`config.mk`:
```
export PLATFORM = sky130hd
export DESIGN_NAME = spmf_scan
export DESIGN_NICKNAME = d
export VERILOG_FILES = /design/src/hdl/spmf_pkg.sv /design/src/hdl/spmf_scan.sv
export VERILOG_INCLUDE_DIRS = /design/src /design/src/hdl
export SDC_FILE = /design/constraint.sdc
export NUM_CORES = 1
export LEC_CHECK = 0
export ABC_AREA = 1
export ABC_CLOCK_PERIOD_IN_PS = 3900
export BUFFER_PORTS_ARGS = -buffer_cell sky130_fd_sc_hd__buf_2
export CAP_MARGIN = 10
export CELL_PAD_IN_SITES_DETAIL_PLACEMENT = 0
export CELL_PAD_IN_SITES_GLOBAL_PLACEMENT = 2
export CORE_ASPECT_RATIO = 1.4
export CORE_MARGIN = 5
export CORE_UTILIZATION = 33
export CTS_CLUSTER_SIZE = 25
export DETAILED_ROUTE_END_ITERATION = 12
export MAX_ROUTING_LAYER = met4
export PLACE_DENSITY = 0.77
export SYNTH_ARGS = -nofsm -noshare
export SYNTH_HDL_FRONTEND = slang
export SYNTH_SLANG_ARGS = --single-unit
```
`constraint.sdc`:
```
create_clock -name clk -period 3.9 [get_ports clk]
set_input_delay 0.195 -clock clk [delete_from_list [all_inputs] [get_ports clk]]
set_output_delay 0.195 -clock clk [all_outputs]
set_load 0.02 [all_outputs]
```
`src/hdl/assert_macros.svh`:
```
// Assertion macros shared by the median filter RTL.
// Each macro expects clk and arst_n in the scope where it is used.
`ifndef ASSERT_MACROS_SVH
`define ASSERT_MACROS_SVH

// Plain invariant, checked on every clock edge out of reset
`define SPMF_ASSERT(name, expr) \
	name: assert property (@(posedge clk) disable iff (!arst_n) (expr)) \
		else $error("spmf invariant violated");

// Same-cycle implication
`define SPMF_ASSERT_IMP(name, ante, cons) \
	name: assert property (@(posedge clk) disable iff (!arst_n) (ante) |-> (cons)) \
		else $error("spmf implication violated");

// Next-cycle implication
`define SPMF_ASSERT_NXT(name, ante, cons) \
	name: assert property (@(posedge clk) disable iff (!arst_n) (ante) |=> (cons)) \
		else $error("spmf next-cycle implication violated");

`endif

```
`src/hdl/spmf_pkg.sv`:
```
// Shared types and constants of the selectable pixel median filter.
// No dependencies; used by every module of the block except spmf_ram.
`default_nettype none

package spmf_pkg;

	localparam int PIX_BITS = 8;
	localparam int CFG_BITS = 12;
	// row counter runs up to height + 1
	localparam int ROW_BITS = 13;

	localparam logic [CFG_BITS-1:0] WIDTH_RST  = 12'd640;
	localparam logic [CFG_BITS-1:0] HEIGHT_RST = 12'd480;

	typedef logic [PIX_BITS-1:0] pix_t;
	// 3x3 window, entry r*3+c, row 0 on top, column 0 on the left
	typedef pix_t [8:0] win_t;

	typedef enum logic [1:0] {
		CFG_MODE   = 2'd0,
		CFG_WIDTH  = 2'd1,
		CFG_HEIGHT = 2'd2
	} cfg_idx_t;

	// code 3 has no name: the centre pixel passes through
	typedef enum logic [1:0] {
		MODE_MED3   = 2'd0,
		MODE_CROSS5 = 2'd1,
		MODE_BOX9   = 2'd2
	} mode_t;

	// where the result lies in the frame, worked out when the word enters
	typedef struct packed {
		logic emit;
		logic up;
		logic dn;
		logic lf;
		logic rt;
		logic line_end;
		logic frame_end;
	} geom_t;

endpackage

`default_nettype wire

```
`src/hdl/spmf_scan.sv`:
```
// Input stage: column/row counters, edge flags and the stage-1 register.
// Depends on spmf_pkg and assert_macros.svh.
`default_nettype none
`include "assert_macros.svh"

module spmf_scan #(
	parameter int MAX_WIDTH = 2048
) (
	input  wire logic                             clk,
	input  wire logic                             arst_n,
	input  wire logic                             restart,
	input  wire logic                             in_fire,
	input  wire spmf_pkg::pix_t                   pixel_value,
	input  wire logic                             flush_item,
	input  wire logic [$clog2(MAX_WIDTH+1)-1:0]   eff_width,
	input  wire logic [spmf_pkg::CFG_BITS-1:0]    eff_height,
	input  wire logic                             s1_fire,
	output logic                                  in_ready,
	output logic      [$clog2(MAX_WIDTH)-1:0]     rd_addr,
	output logic                                  s1_valid,
	output logic      [$clog2(MAX_WIDTH)-1:0]     col_s1,
	output spmf_pkg::pix_t                        pix_s1,
	output spmf_pkg::geom_t                       geom_s1
);

	localparam int AW = $clog2(MAX_WIDTH);
	localparam int CW = $clog2(MAX_WIDTH + 1);
	localparam int RB = spmf_pkg::ROW_BITS;

	logic [AW-1:0]  col_q;
	logic [RB-1:0]  row_q;
	logic           s1_valid_q;

	logic [AW-1:0]  ci;
	logic [CW-1:0]  ci_ext;
	logic [RB-1:0]  h_ext;
	logic [RB-1:0]  orow;
	logic           col_nz;
	logic           last_col;
	spmf_pkg::geom_t geom;
	spmf_pkg::pix_t  pix_in;

	// position of this word and of the result it releases
	always_comb begin
		ci       = (CW'(col_q) >= eff_width) ? '0 : col_q;
		ci_ext   = CW'(ci);
		col_nz   = (ci != '0);
		h_ext    = RB'(eff_height);
		orow     = col_nz ? (row_q - RB'(1)) : (row_q - RB'(2));
		last_col = (ci_ext == eff_width - CW'(1));

		geom.emit      = col_nz ? ((row_q != '0) && (row_q <= h_ext))
		                        : ((row_q >= RB'(2)) && (row_q <= h_ext + RB'(1)));
		geom.up        = (orow != '0);
		geom.dn        = (orow < h_ext - RB'(1));
		geom.lf        = col_nz ? (ci_ext > CW'(1)) : (eff_width != CW'(1));
		geom.rt        = col_nz;
		geom.line_end  = !col_nz;
		geom.frame_end = !col_nz && (row_q == h_ext + RB'(1));

		// flushes and words past the last line enter as zero
		pix_in = (flush_item || (row_q >= h_ext)) ? '0 : pixel_value;
	end

	assign rd_addr  = ci;
	assign in_ready = !s1_valid_q || s1_fire;
	assign s1_valid = s1_valid_q;

	// counters and stage-1 valid
	always_ff @(posedge clk or negedge arst_n) begin
		if (!arst_n) begin
			col_q      <= '0;
			row_q      <= '0;
			s1_valid_q <= 1'b0;
		end else begin
			if (restart) begin
				col_q <= '0;
				row_q <= '0;
			end else if (in_fire) begin
				if (geom.frame_end) begin
					col_q <= '0;
					row_q <= '0;
				end else if (last_col) begin
					col_q <= '0;
					row_q <= row_q + RB'(1);
				end else begin
					col_q <= ci + AW'(1);
				end
			end
			if (in_fire) begin
				s1_valid_q <= 1'b1;
			end else if (s1_fire) begin
				s1_valid_q <= 1'b0;
			end
		end
	end

	// stage-1 payload
	always_ff @(posedge clk) begin
		if (in_fire) begin
			col_s1  <= ci;
			pix_s1  <= pix_in;
			geom_s1 <= geom;
		end
	end

	`SPMF_ASSERT(a_row_bound, row_q <= h_ext + RB'(1))
	`SPMF_ASSERT(a_col_bound, CW'(col_q) < eff_width)

endmodule

`default_nettype wire

```
==> results.md <==
- The flow ran to the end, and the final reports show no timing, DRC or antenna violations.
- The final layout contains routed wiring with a total length of 17,690 µm.
- TritonCTS built the clock tree.
- The tool flagged a number of max-cap violations equal to 0.
- Setup repair after global routing left no endpoint under its margin.
- The die extent in x is 117.1 µm.
- The combinational family with the most area after synthesis is simple AND/OR/NAND/NOR gates.
- In this run the critical register-to-register path is launched from col_q[10]$_DFFE_PN0P_.
- The final HPWL from detailed placement is 14,710 µm.
- The initial antenna violation count is 0.
- Of the post-synthesis cell area, the dominant cell type holds 0.1472.
- The number of buffers between clock root and the deepest sink is 2.
- The worst setup path is launched from a flop.
- The H-tree was split into 2 levels.
- The starting utilization of the core area is 0.3383.
- The region available for standard cell placement spans 15,680 µm².
- The library cell used most frequently in the layout, excluding fill and tap cells, is nand2_1.
- The analysis attributes to cell leakage a power of 3.232 nW.
- The count of clock tree sinks is 51.
- The worst register-to-register path ends at geom_s1[4]$_DFFE_PP_.
- The number of cell instances on the worst register-to-register path is 20.
- The flip-flop and latch count after synthesis is 51.
- Of all cell types, the one taking the most synthesized area is edfxtp_1.
- The number of failing hold endpoints at the final stage is 0.
- The hold path depth is 4.
- The total power per unit cell area is 279.9 nW/µm².
- Of the synthesized area, sequential elements account for 0.2652.
- In the final layout, the share of cells above drive strength 1 is 0.1613.
- The number of nets handed over by synthesis was 842.
- The number of search-and-repair iterations in the first detailed-routing pass is 4.
- The final count of negative-setup-slack endpoints is 0.
- The share of the synthesized area in compound gates (AO/OA/AOI/OAI) is 0.07268.
- Once detail routing completed, the nets flagged for antenna violations numbered 0.
- The number of global-route vias before repair is 5,220.
- The number of enable flip-flop cells after synthesis is 26.
- The detailed router finished its first iteration with 196 violations.
- The post-synthesis cell area is 5303 µm².
- The post-detailed-route wirelength per cell is 17.12 µm.
- The timing startpoint of the critical path is col_q[10]$_DFFE_PN0P_.
- The post-synthesis xor/xnor area fraction is 0.1041.
- The net count of the finished layout is 936.
- The cell sitting at the root of the clock tree is a clkbuf_16.
- Walking the worst path, the cells encountered are ha_1 -> inv_1 -> nor2_1 -> nand3_1 -> nor2_1 -> nand2_2 -> nand2_4 -> nor2_2 -> inv_1 -> ha_1 -> inv_1 -> nor2_1 -> nand2_4 -> o21ai_0 -> inv_1 -> ha_1 -> a21o_1 -> a21oi_1 -> o21ai_0 -> a21oi_1.
- In this design, the stage delay of the slowest critical-path cell is 410 ps.
- For this design the top-level I/O count stands at 77.
- 0 antenna diodes ended up in the layout.
- At the pin with the least slew margin, the transition time is 934.4 ps.
- The mux share of post-synthesis cell area is 0.
- The routed via count divided by cell count is 4.962.
- The largest net degree at the start of global routing is 29.
- The worst min-delay path category is input pin to flop.
- The accumulated negative setup slack is 0 ps.
- The top cell types in the final layout, fill and taps aside, are nand2_1, inv_1, nor2_1.
- In the synthesized netlist the async set-or-reset flop fraction comes to 0.4902.
- Measured on the finished design, the core utilization comes to 0.3965.
- The critical path is of the flop to flop type.
- By area the synthesized netlist is led by edfxtp_1, ha_1, nand2_1, dfrtp_1, xor2_1.
- Data arrives at the worst endpoint at 3710 ps.
- STA puts the critical path data required time at 4050 ps.
- The count of buffers added on input and output ports is 76.
- The global route total overflow is 0.
- Following the worst setup path forward leads to its endpoint at geom_s1[4]$_DFFE_PP_.
- The most numerous cell type found on the critical path is inv_1.
- The family with the most delay on the worst path is simple AND/OR/NAND/NOR gates.
- The count of pins over their slew limit was 0.
- Of the total synthesized cell area, the portion taken by full adders, half adders and majority gates is 0.1463.
- After detailed placement, the total cell area comes to 6033 µm².
- The clock slew at the register clock pins of the worst setup and hold paths is 80 ps.
- The full die area is 18,740 µm².
- In the global route stage, overall resource usage came out at 0.1984.
- With fillers left out, the area of the finished cells amounts to 6215 µm².
- The total number of vias is 5,126.
- The predominant post-synthesis flop cell is edfxtp_1.
- The area added between synthesis and finish is 17.20%.
- Dividing the synthesized area by the synthesized cell count gives 7.146 µm².
- Yosys printed 0 warnings.
- Routability-driven placement finished with a final weighted congestion of 0.9123.
- The detailed-route DRC error count is 0.
- On the final layout, the worst clock skew is 11.53 ps.
- The maximum achievable frequency is 281.3 MHz.
- After synthesis, the netlist uses 41 different library cells.
- Synthesis produced 742 cells.
- The worst IR drop on VDD is 0.1820 mV.
- The combined buffer and inverter count along the critical path is 4.
- The number of clock buffers added by TritonCTS is 5.
- The simple-gate area share of the yosys netlist is 0.3254.
- After layout, the minimum clock period comes to 3555 ps.
- The first global-routing pass estimated 27,610 µm of wire.
- The final cycle utilization of the critical path is 0.9114.
- Headroom to the max-slew limit came out at 0.3748.
- The overall die height is 160.0 µm.
- The critical path capture point type is a flop.
- The critical path runs through a total of 20 cells.
- The floorplan has 54 rows.
- The critical-path maximum fanout is 24.
- The internal reg-to-reg setup slack is 350 ps.
- The clock latency on the worst-skew pair is 300 ps.
- The master of the slowest instance on the critical path is o21ai_0.
==> metal layers <==
layer  up-vias  global-route usage  wire (µm)
met3        45             0.02234        565
met2       116              0.3752       9923
met5         -                   -          0
li1       2609                   -          -
met4         0             0.09598        887
met1      2356              0.1933       6312
==> what timing repair did <==
action / CTS / global route
hold endpoints to repair: 25 / 0
endpoints found under the setup margin: 0 / 6
resized for setup: 0 / 5
hold buffers: 1 / 0
setup buffers: 0 / 2
==> power by group <==
part | switching, mW | internal (mW)
Sequential | 0.0111 | 0.600
Clock | 0.218 | 0.238
Combinational | 0.429 | 0.242
Total | 0.659 | 1.08
==> worst min-delay path, delay by kind of cell <==
| kind | cells | cell delay (ps) |
|---|---|---|
| and+or+nand+nor | 2 | 110 |
| buffers and inverters | 2 | 100 |
==> cell families (layout without fill, tap and decap cells) <==
group | after synthesis | in the layout
flops | 51 | 51
fa+ha+maj | 62 | 62
compound gates | 65 | 65
simple gates | 384 | 384
xor+xnor | 63 | 63
buf+inv | 117 | 212
==> sequential cells by signal (all words and copies together), names as in the netlist <==
register / cells
row_q: 13
col_q: 11
col_s1: 11
pix_s1: 8
geom_s1: 7
s1_valid: 1
==> worst min-delay path by stage <==
stage	start	end	slack [ps]
after floorplan	arst_n	col_q[0]$_DFFE_PN0P_	-100
after global placement	arst_n	row_q[10]$_DFFE_PN0P_	240
after detailed placement	arst_n	row_q[10]$_DFFE_PN0P_	240
after CTS	s1_fire	s1_valid$_DFFE_PN0P_	130
after global routing	s1_fire	s1_valid$_DFFE_PN0P_	150
final	s1_fire	s1_valid$_DFFE_PN0P_	130
==> stage by stage <==
stage	instances	setup slack, ps	total power [mW]	hold WS (ps)
after floorplan	742	312.2	1.067	-100.6
after global placement	1022	217.5	1.292	242.3
after detailed placement	1022	60.57	1.299	242.8
after CTS	1031	86.28	1.759	133.9
after global routing	1033	26.19	1.867	146.6
final	1033	345.4	1.739	130.3
==> area by class of cell <==
type	count	area, µm²
Clock buffer	5	125.1
Multi-Input combinational cell	574	3450
Tap cell	196	245.2
Inverter	100	375.4
Timing Repair Buffer	104	593.1
Clock inverter	3	20.02
Sequential cell	51	1406
Fill cell	1706	9460
==> Yosys cell counts (2+ instances only) <==
master	number
inv_1	94
nand3_1	45
xnor2_1	14
clkinv_1	2
nand3b_1	10
buf_2	3
nand2_1	182
edfxtp_1	26
xor2_1	49
ha_1	62
a21oi_1	22
nor2_2	5
o22ai_1	2
o211ai_1	7
nor3_1	21
nor2_1	80
nor4_1	5
clkbuf_1	12
dfrtp_1	25
a211oi_1	2
o2111ai_1	2
inv_2	4
nand2_4	5
o21ai_0	23
or2_2	4
buf_6	2
nand4_1	20
No activity file was read; power rests on OpenSTA's default activity.
