File: src/hdl/assert_macros.svh
// Assertion macros shared by the median filter RTL.
// Each macro expects clk and arst_n in the scope where it is used.
`ifndef ASSERT_MACROS_SVH
`define ASSERT_MACROS_SVH

// Plain invariant, checked on every clock edge out of reset
`define SPMF_ASSERT(name, expr) \
	name: assert property (@(posedge clk) disable iff (!arst_n) (expr)) \
		else $error("spmf invariant violated");

// Same-cycle implication
`define SPMF_ASSERT_IMP(name, ante, cons) \
	name: assert property (@(posedge clk) disable iff (!arst_n) (ante) |-> (cons)) \
		else $error("spmf implication violated");

// Next-cycle implication
`define SPMF_ASSERT_NXT(name, ante, cons) \
	name: assert property (@(posedge clk) disable iff (!arst_n) (ante) |=> (cons)) \
		else $error("spmf next-cycle implication violated");

`endif

File: src/hdl/spmf_pkg.sv
// Shared types and constants of the selectable pixel median filter.
// No dependencies; used by every module of the block except spmf_ram.
`default_nettype none

package spmf_pkg;

	localparam int PIX_BITS = 8;
	localparam int CFG_BITS = 12;
	// row counter runs up to height + 1
	localparam int ROW_BITS = 13;

	localparam logic [CFG_BITS-1:0] WIDTH_RST  = 12'd640;
	localparam logic [CFG_BITS-1:0] HEIGHT_RST = 12'd480;

	typedef logic [PIX_BITS-1:0] pix_t;
	// 3x3 window, entry r*3+c, row 0 on top, column 0 on the left
	typedef pix_t [8:0] win_t;

	typedef enum logic [1:0] {
		CFG_MODE   = 2'd0,
		CFG_WIDTH  = 2'd1,
		CFG_HEIGHT = 2'd2
	} cfg_idx_t;

	// code 3 has no name: the centre pixel passes through
	typedef enum logic [1:0] {
		MODE_MED3   = 2'd0,
		MODE_CROSS5 = 2'd1,
		MODE_BOX9   = 2'd2
	} mode_t;

	// where the result lies in the frame, worked out when the word enters
	typedef struct packed {
		logic emit;
		logic up;
		logic dn;
		logic lf;
		logic rt;
		logic line_end;
		logic frame_end;
	} geom_t;

endpackage

`default_nettype wire

File: src/hdl/spmf_median.sv
// Median selection for the three modes (code 3 passes the centre pixel) and the output register.
// Depends on spmf_pkg.
`default_nettype none

module spmf_median (
	input  wire logic            clk,
	input  wire logic            arst_n,
	input  wire spmf_pkg::mode_t mode,
	input  wire logic            s2_valid,
	input  wire spmf_pkg::geom_t geom_s2,
	input  wire spmf_pkg::win_t  window,
	input  wire logic            m_tready,
	output logic                 out_free,
	output logic                 m_tvalid,
	output spmf_pkg::pix_t       median_value,
	output logic                 line_end,
	output logic                 frame_end
);

	function automatic spmf_pkg::pix_t pmin(spmf_pkg::pix_t a, spmf_pkg::pix_t b);
		return (a < b) ? a : b;
	endfunction

	function automatic spmf_pkg::pix_t pmax(spmf_pkg::pix_t a, spmf_pkg::pix_t b);
		return (a > b) ? a : b;
	endfunction

	function automatic spmf_pkg::pix_t pmed3(spmf_pkg::pix_t a, spmf_pkg::pix_t b,
	                                         spmf_pkg::pix_t c);
		return pmax(pmin(a, b), pmin(pmax(a, b), c));
	endfunction

	spmf_pkg::pix_t res;
	spmf_pkg::pix_t p_up, p_lf, p_c, p_rt, p_dn;
	spmf_pkg::pix_t s11, s12, s13, s14, s21, s22, s23, s24, x_hi, x_lo;
	spmf_pkg::pix_t g [3][3];
	spmf_pkg::pix_t r_lo [3];
	spmf_pkg::pix_t r_md [3];
	spmf_pkg::pix_t r_hi [3];
	logic [1:0]     rsel [3];
	logic [1:0]     csel [3];
	logic           m_tvalid_q;

	always_comb begin
		// zero-padded neighbors for modes 0 and 1
		p_up = geom_s2.up ? window[1] : '0;
		p_lf = geom_s2.lf ? window[3] : '0;
		p_c  = window[4];
		p_rt = geom_s2.rt ? window[5] : '0;
		p_dn = geom_s2.dn ? window[7] : '0;

		// cross network: max/min pairs, then median with the pixel below
		s11  = pmin(p_up, p_lf);
		s12  = pmax(p_up, p_lf);
		s13  = pmin(p_c, p_rt);
		s14  = pmax(p_c, p_rt);
		s21  = pmin(s11, s14);
		s22  = pmax(s11, s14);
		s23  = pmin(s12, s13);
		s24  = pmax(s12, s13);
		x_hi = pmax(s21, s23);
		x_lo = pmin(s22, s24);

		// edge replication for the full window
		rsel[0] = geom_s2.up ? 2'd0 : 2'd1;
		rsel[1] = 2'd1;
		rsel[2] = geom_s2.dn ? 2'd2 : 2'd1;
		csel[0] = geom_s2.lf ? 2'd0 : 2'd1;
		csel[1] = 2'd1;
		csel[2] = geom_s2.rt ? 2'd2 : 2'd1;
		for (int r = 0; r < 3; r++) begin
			for (int c = 0; c < 3; c++) begin
				g[r][c] = window[4'(rsel[r]) * 4'd3 + 4'(csel[c])];
			end
		end
		// sort each row; the median is the median of the three diagonal picks
		for (int r = 0; r < 3; r++) begin
			r_lo[r] = pmin(pmin(g[r][0], g[r][1]), g[r][2]);
			r_hi[r] = pmax(pmax(g[r][0], g[r][1]), g[r][2]);
			r_md[r] = pmed3(g[r][0], g[r][1], g[r][2]);
		end

		case (mode)
			spmf_pkg::MODE_MED3: begin
				res = pmed3(p_up, p_c, p_rt);
			end
			spmf_pkg::MODE_CROSS5: begin
				res = pmed3(x_hi, x_lo, p_dn);
			end
			spmf_pkg::MODE_BOX9: begin
				res = pmed3(pmax(pmax(r_lo[0], r_lo[1]), r_lo[2]),
				            pmed3(r_md[0], r_md[1], r_md[2]),
				            pmin(pmin(r_hi[0], r_hi[1]), r_hi[2]));
			end
			default: begin
				res = p_c;
			end
		endcase
	end

	assign out_free = !m_tvalid_q || m_tready;
	assign m_tvalid = m_tvalid_q;

	always_ff @(posedge clk or negedge arst_n) begin
		if (!arst_n) begin
			m_tvalid_q <= 1'b0;
		end else if (out_free) begin
			m_tvalid_q <= s2_valid;
		end
	end

	always_ff @(posedge clk) begin
		if (out_free && s2_valid) begin
			median_value <= res;
			line_end     <= geom_s2.line_end;
			frame_end    <= geom_s2.frame_end;
		end
	end

endmodule

`default_nettype wire

File: config.mk
export PLATFORM = sky130hd
export DESIGN_NAME = spmf_median
export DESIGN_NICKNAME = d
export VERILOG_FILES = /design/src/hdl/assert_macros.svh /design/src/hdl/spmf_pkg.sv /design/src/hdl/spmf_median.sv
export SDC_FILE = /design/constraint.sdc
export NUM_CORES = 1
export LEC_CHECK = 0
export BUFFER_PORTS_ARGS = -buffer_cell sky130_fd_sc_hd__buf_2
export CAP_MARGIN = 5
export CORE_MARGIN = 3
export CORE_UTILIZATION = 59
export CTS_BUF_LIST = sky130_fd_sc_hd__clkbuf_16
export CTS_CLUSTER_DIAMETER = 80
export DETAILED_ROUTE_END_ITERATION = 10
export PLACE_DENSITY = 0.79
export SLEW_MARGIN = 0
export SYNTH_ARGS = -nofsm -noshare
export SYNTH_HDL_FRONTEND = slang
export SYNTH_SLANG_ARGS = --single-unit
File: constraint.sdc
create_clock -name clk -period 1.1 [get_ports clk]
set_input_delay 0.055 -clock clk [delete_from_list [all_inputs] [get_ports clk]]
set_output_delay 0.055 -clock clk [all_outputs]
set_load 0.03 [all_outputs]
==> impl_results.md, run 1 <==
- Synthesized flop and latch total: 11
- Status: did not finish
- Area after DPL: 21000 µm²
- Syn Inst Count: 1873
- Placed cells: 3011
- Synthesized cell area: 14100 µm²
- Row count: 55
- I/O pin count: 97
- First-pass GRT wire length: 206300 µm
- Halt point of the flow: global routing
- HPWL after detailed placement: 65600 µm
- Synth Area per Inst: 7.528 µm²
- CTS max path bufs: 2
- Total CTS buffers: 3
- H-tree depth: 1
- Count leader, synth: ha_1
- Root Buffer Master: clkbuf_16
- Total track usage: 1.020
- Largest area contributor in the netlist: ha_1
- DIE HEIGHT: 160.6 µm
- Synth area leaders: ha_1 24%, mux4_2 10%, mux2i_1 10%
- Stop err: [ERROR GRT-0116] Global routing finished with congestion. Check the congestion regions in the DRC Viewer.
- Initial core utilization: 0.6116
- Largest net degree at the start of global routing: 24
- Num Clock Sinks: 11
- Post-synth EDFFs: 10
- Share of the synthesized area in the top cell type: 0.2369
- Vias in the first global route: 30940
- Chip width: 160.6 µm
- Syn nets: 2225
- Post-synth top flop: edfxtp_1
- Post-synth cell types: 89
- Async set-reset flop share out of synthesis: 0.09091
- RePlAce Congestion: 1.130
- GRT Residual Overflow: 2440
- Port bufs: 95
- YS warnings: 0
- Seq/Total Area, Yosys: 0.02307
- Commonest cells post-synth: 267 x ha_1, 187 x a21oi_1, 175 x o21ai_0
[kinds of logic after synthesis]
kind of cell    Yosys count  share of synthesized area
compound gates          590                     0.2575
buf+inv                 244                    0.06744
xor+xnor                  1                  0.0006213
simple gates            510                     0.1731
flops                    11                    0.02307
mux                     249                     0.2406
fa+ha+maj               268                     0.2376
[routing by layer]
layer  GRT overflow  global-route usage
met1             68              0.8919
met2           1773               1.315
met3             68              0.8135
met4            524               1.128
met5              7              0.6402
[what timing repair did]
item	CTS
pin swaps	68
endpoints found under the setup margin	8
hold buffers	2
resized for setup	135
buffers inserted	43
endpoints found under the hold margin	2
gates cloned	4
[metrics by stage]
stage	setup TNS (ns)	setup WS [ns]
2_1_floorplan	-111.03	-13.86
3_3_place_gp	-107.21	-13.47
3_5_place_dp	-117.63	-14.80
4_1_cts	-110.63	-13.90
==> run 2: changes to the inputs <==
CORE_UTILIZATION = 40   (was 59)
CTS_BUF_LIST = not set   (was sky130_fd_sc_hd__clkbuf_16)
CTS_CLUSTER_DIAMETER = not set   (was 80)
PLACE_DENSITY = not set   (was 0.79)
PLACE_DENSITY_LB_ADDON = 0.15   (was not set)
clock period = 1.4 ns   (was 1.1 ns; I/O delays follow)
==> impl_results.md, run 2 <==
- Synthesized flop and latch total: 11 (unchanged)
- Slew headroom: 0.3975
- Syn Inst Count: 1873 (unchanged)
- Setup slack after layout: -13.31 ns
- Async set-reset flop share out of synthesis: 0.09091 (unchanged)
- Worst Reg2Reg Path Length in Cells: 2
- Core Region: 34630 µm²
- Unrepaired setup endpoints after global routing: yes
- Req. time, crit path: 1.37 ns
- Initial core utilization: 0.4072 (-0.2044)
- # fillers: 3055
- Wire per inst: 20.04 µm
- Critical path destination: median_value[1]
- Router iterations before antenna repair: 5
- DRT iter0 DRCs: 1251
- Clock tree from TritonCTS: done
- Routed Wire Length: 64840 µm
- Share of layout cells above drive strength 1: 0.4480
- Total track usage: 0.3270
- DIE HEIGHT: 193.8 µm (+21%)
- H-tree depth: 1 (unchanged)
- Worst setup SP type: primary input
- HPWL after detailed placement: 56380 µm (-14%)
- I/O pin count: 97 (unchanged)
- Worst Setup SP: geom_s2[5]
- Reg-to-reg startpoint: m_tvalid
- Row count: 68 (+24%)
- Synth Area per Inst: 7.528 µm² (unchanged)
- Tightest Pin Transition: 0.9038 ns
- Port bufs: 95 (unchanged)
- Flop2flop setup slack: 0.30 ns
- YS warnings: 0 (unchanged)
- Syn nets: 2225 (unchanged)
- Layout area overhead: 60.48%
- Minimum clock period: 14.71 ns
- Post-synth cell types: 89 (unchanged)
- Routed Antenna Nets: 0
- Max reg flops: 8
- Commonest cells post-synth: 267 x ha_1, 187 x a21oi_1, 175 x o21ai_0
- CTS max path bufs: 2 (unchanged)
- Worst-path clk slew: 0.04 ns
- Die ar.: 37540 µm²
- DRC violations left: 0
- Final Hold Fails: 0
- Largest net degree at the start of global routing: 24
- Min Hold Slack: 0.008669 ns
- Chip width: 193.8 µm (+21%)
- Nature of the critical path endpoint: flop
- Share of the synthesized area in the top cell type: 0.2369 (unchanged)
- Final setup fails: 8
- Vias per cell: 5.579
- Slowest stage cell, crit path: mux4_2
- CP most frequent cell: ha_4
- Largest Register: median_value
- Max Cap Viol: 0
- Commonest cells after routing, fill and taps aside: 862 x buf_4, 242 x ha_1, 167 x nand2_1, 164 x a21oi_1, 157 x inv_1
- Final #Nets: 3134
- Synthesized cell area: 14100 µm² (unchanged)
- First-pass GRT wire length: 99410 µm
- RePlAce Congestion: 1.026 (-9.2%)
- Post-synth top flop: edfxtp_1
- Crit Path Category: primary input to flop
- Worst Path Arrival: 14.68 ns
- Num Clock Sinks: 11 (unchanged)
- Total CTS buffers: 3 (unchanged)
- Initial antenna violation count: 0
- Reg2reg end: median_value[4]
- GRT Residual Overflow: 0
- Status: finished, violations left
- Fin crit share: 10.51
- Critical path peak fanout: 8
- Slowest cell delay on critical path: 0.47 ns
- Count leader, synth: ha_1
- Largest area contributor in the netlist: ha_1
- Ant. Diodes: 0
- Most common cell after layout, fill and taps aside: buf_4
- Worst hold path class: primary input to flop
- Post-synth EDFFs: 10 (unchanged)
- Worst Skew: 0.0003988 ns
- Via Count: 18060
- Clock Latency Late Sink: 0.23 ns
- Seq/Total Area, Yosys: 0.02307 (unchanged)
- Vias in the first global route: 18070
- Root Buffer Master: clkbuf_16
- Synth area leaders: ha_1 24%, mux4_2 10%, mux2i_1 10%
- Failing checks: negative setup slack
- Slew Limit Fails: 0
- Fmax: 0.06798 GHz
[run 2: cell counts after synthesis]
No cell type changed its count.
[run 2: kinds of logic after synthesis]
logic type               Yosys count  share of synthesized area
AO/OA/AOI/OAI                    590                     0.2575
XOR/XNOR                           1                  0.0006213
adder cells (fa/ha/maj)          268                     0.2376
buffers and inverters            244                    0.06744
flip-flops                        11                    0.02307
multiplexers                     249                     0.2406
AND/OR/NAND/NOR                  510                     0.1731
[run 2: what timing repair did]
item                       in CTS  in global routing
setup endpoints to repair       8                  8
pin swaps                      27                 76
hold endpoints to repair        1                  0
hold buffers                    1                  0
gates resized for setup        48                115
cloned                          1                  0
buffers inserted               16                 17
[run 2: cell type report]
class | instances | area [µm²] | share of cell area
multi-input cells | 1619 | 13750 | 0.6077
repair buffers | 978 | 7258 | 0.3208
inverters | 169 | 644.4 | 0.02848
well taps | 455 | 569.3 | 0.02516
flip-flops and latches | 11 | 325.3 | 0.01438
clock buffers | 4 | 78.83 | 0.003484
[run 2: metrics by stage]
stage / util / TNS (ns) / cells / worst slack [ns] / area [µm²]
3_3_place_gp: 0.6197 / -108.25 / 3198 / -13.56 / 21460
6_report: 0.6534 / -106.07 / 3236 / -13.31 / 22630
3_5_place_dp: 0.6197 / -112.59 / 3198 / -14.11 / 21460
5_1_grt: 0.6534 / -111.64 / 3236 / -14.00 / 22630
4_1_cts: 0.6325 / -106.53 / 3220 / -13.36 / 21900
2_1_floorplan: - / -108.35 / 1873 / -13.58 / 14410
[run 2: how the worst min path moves through the flow]
stage          cells after the start       start  slack, ns   endpoint
6_report                           1  geom_s2[1]      0.009   line_end
5_1_grt                            1  geom_s2[0]      0.004  frame_end
3_5_place_dp                       1      arst_n      -0.15   m_tvalid
3_3_place_gp                       1      arst_n      -0.16   m_tvalid
2_1_floorplan                      0      arst_n      -0.23   m_tvalid
4_1_cts                            1  geom_s2[1]      0.007   line_end
[run 2: critical path: cells and delay by family]
family	cells	cell delay [ns]
and+or+nand+nor	22	3.05
muxes	8	2.30
AOI/OAI and AO/OA	33	5.05
buffers and inverters	13	1.53
adders and majority gates	10	2.59
[run 2: routing by layer]
layer  global-route usage  routed length, µm  part of all wire  vias up
li1                     -                  -                 -     8834
met1               0.4254              27870              0.43     8469
met2               0.5733              30800              0.47      617
met3              0.02502               3398             0.052      135
met4               0.1101               2771             0.043        0
met5                    0                  0                 0        -
Power of run 2 is not shown: default switching activity piles up to over one toggle a cycle in this logic, so the estimate is an artifact.
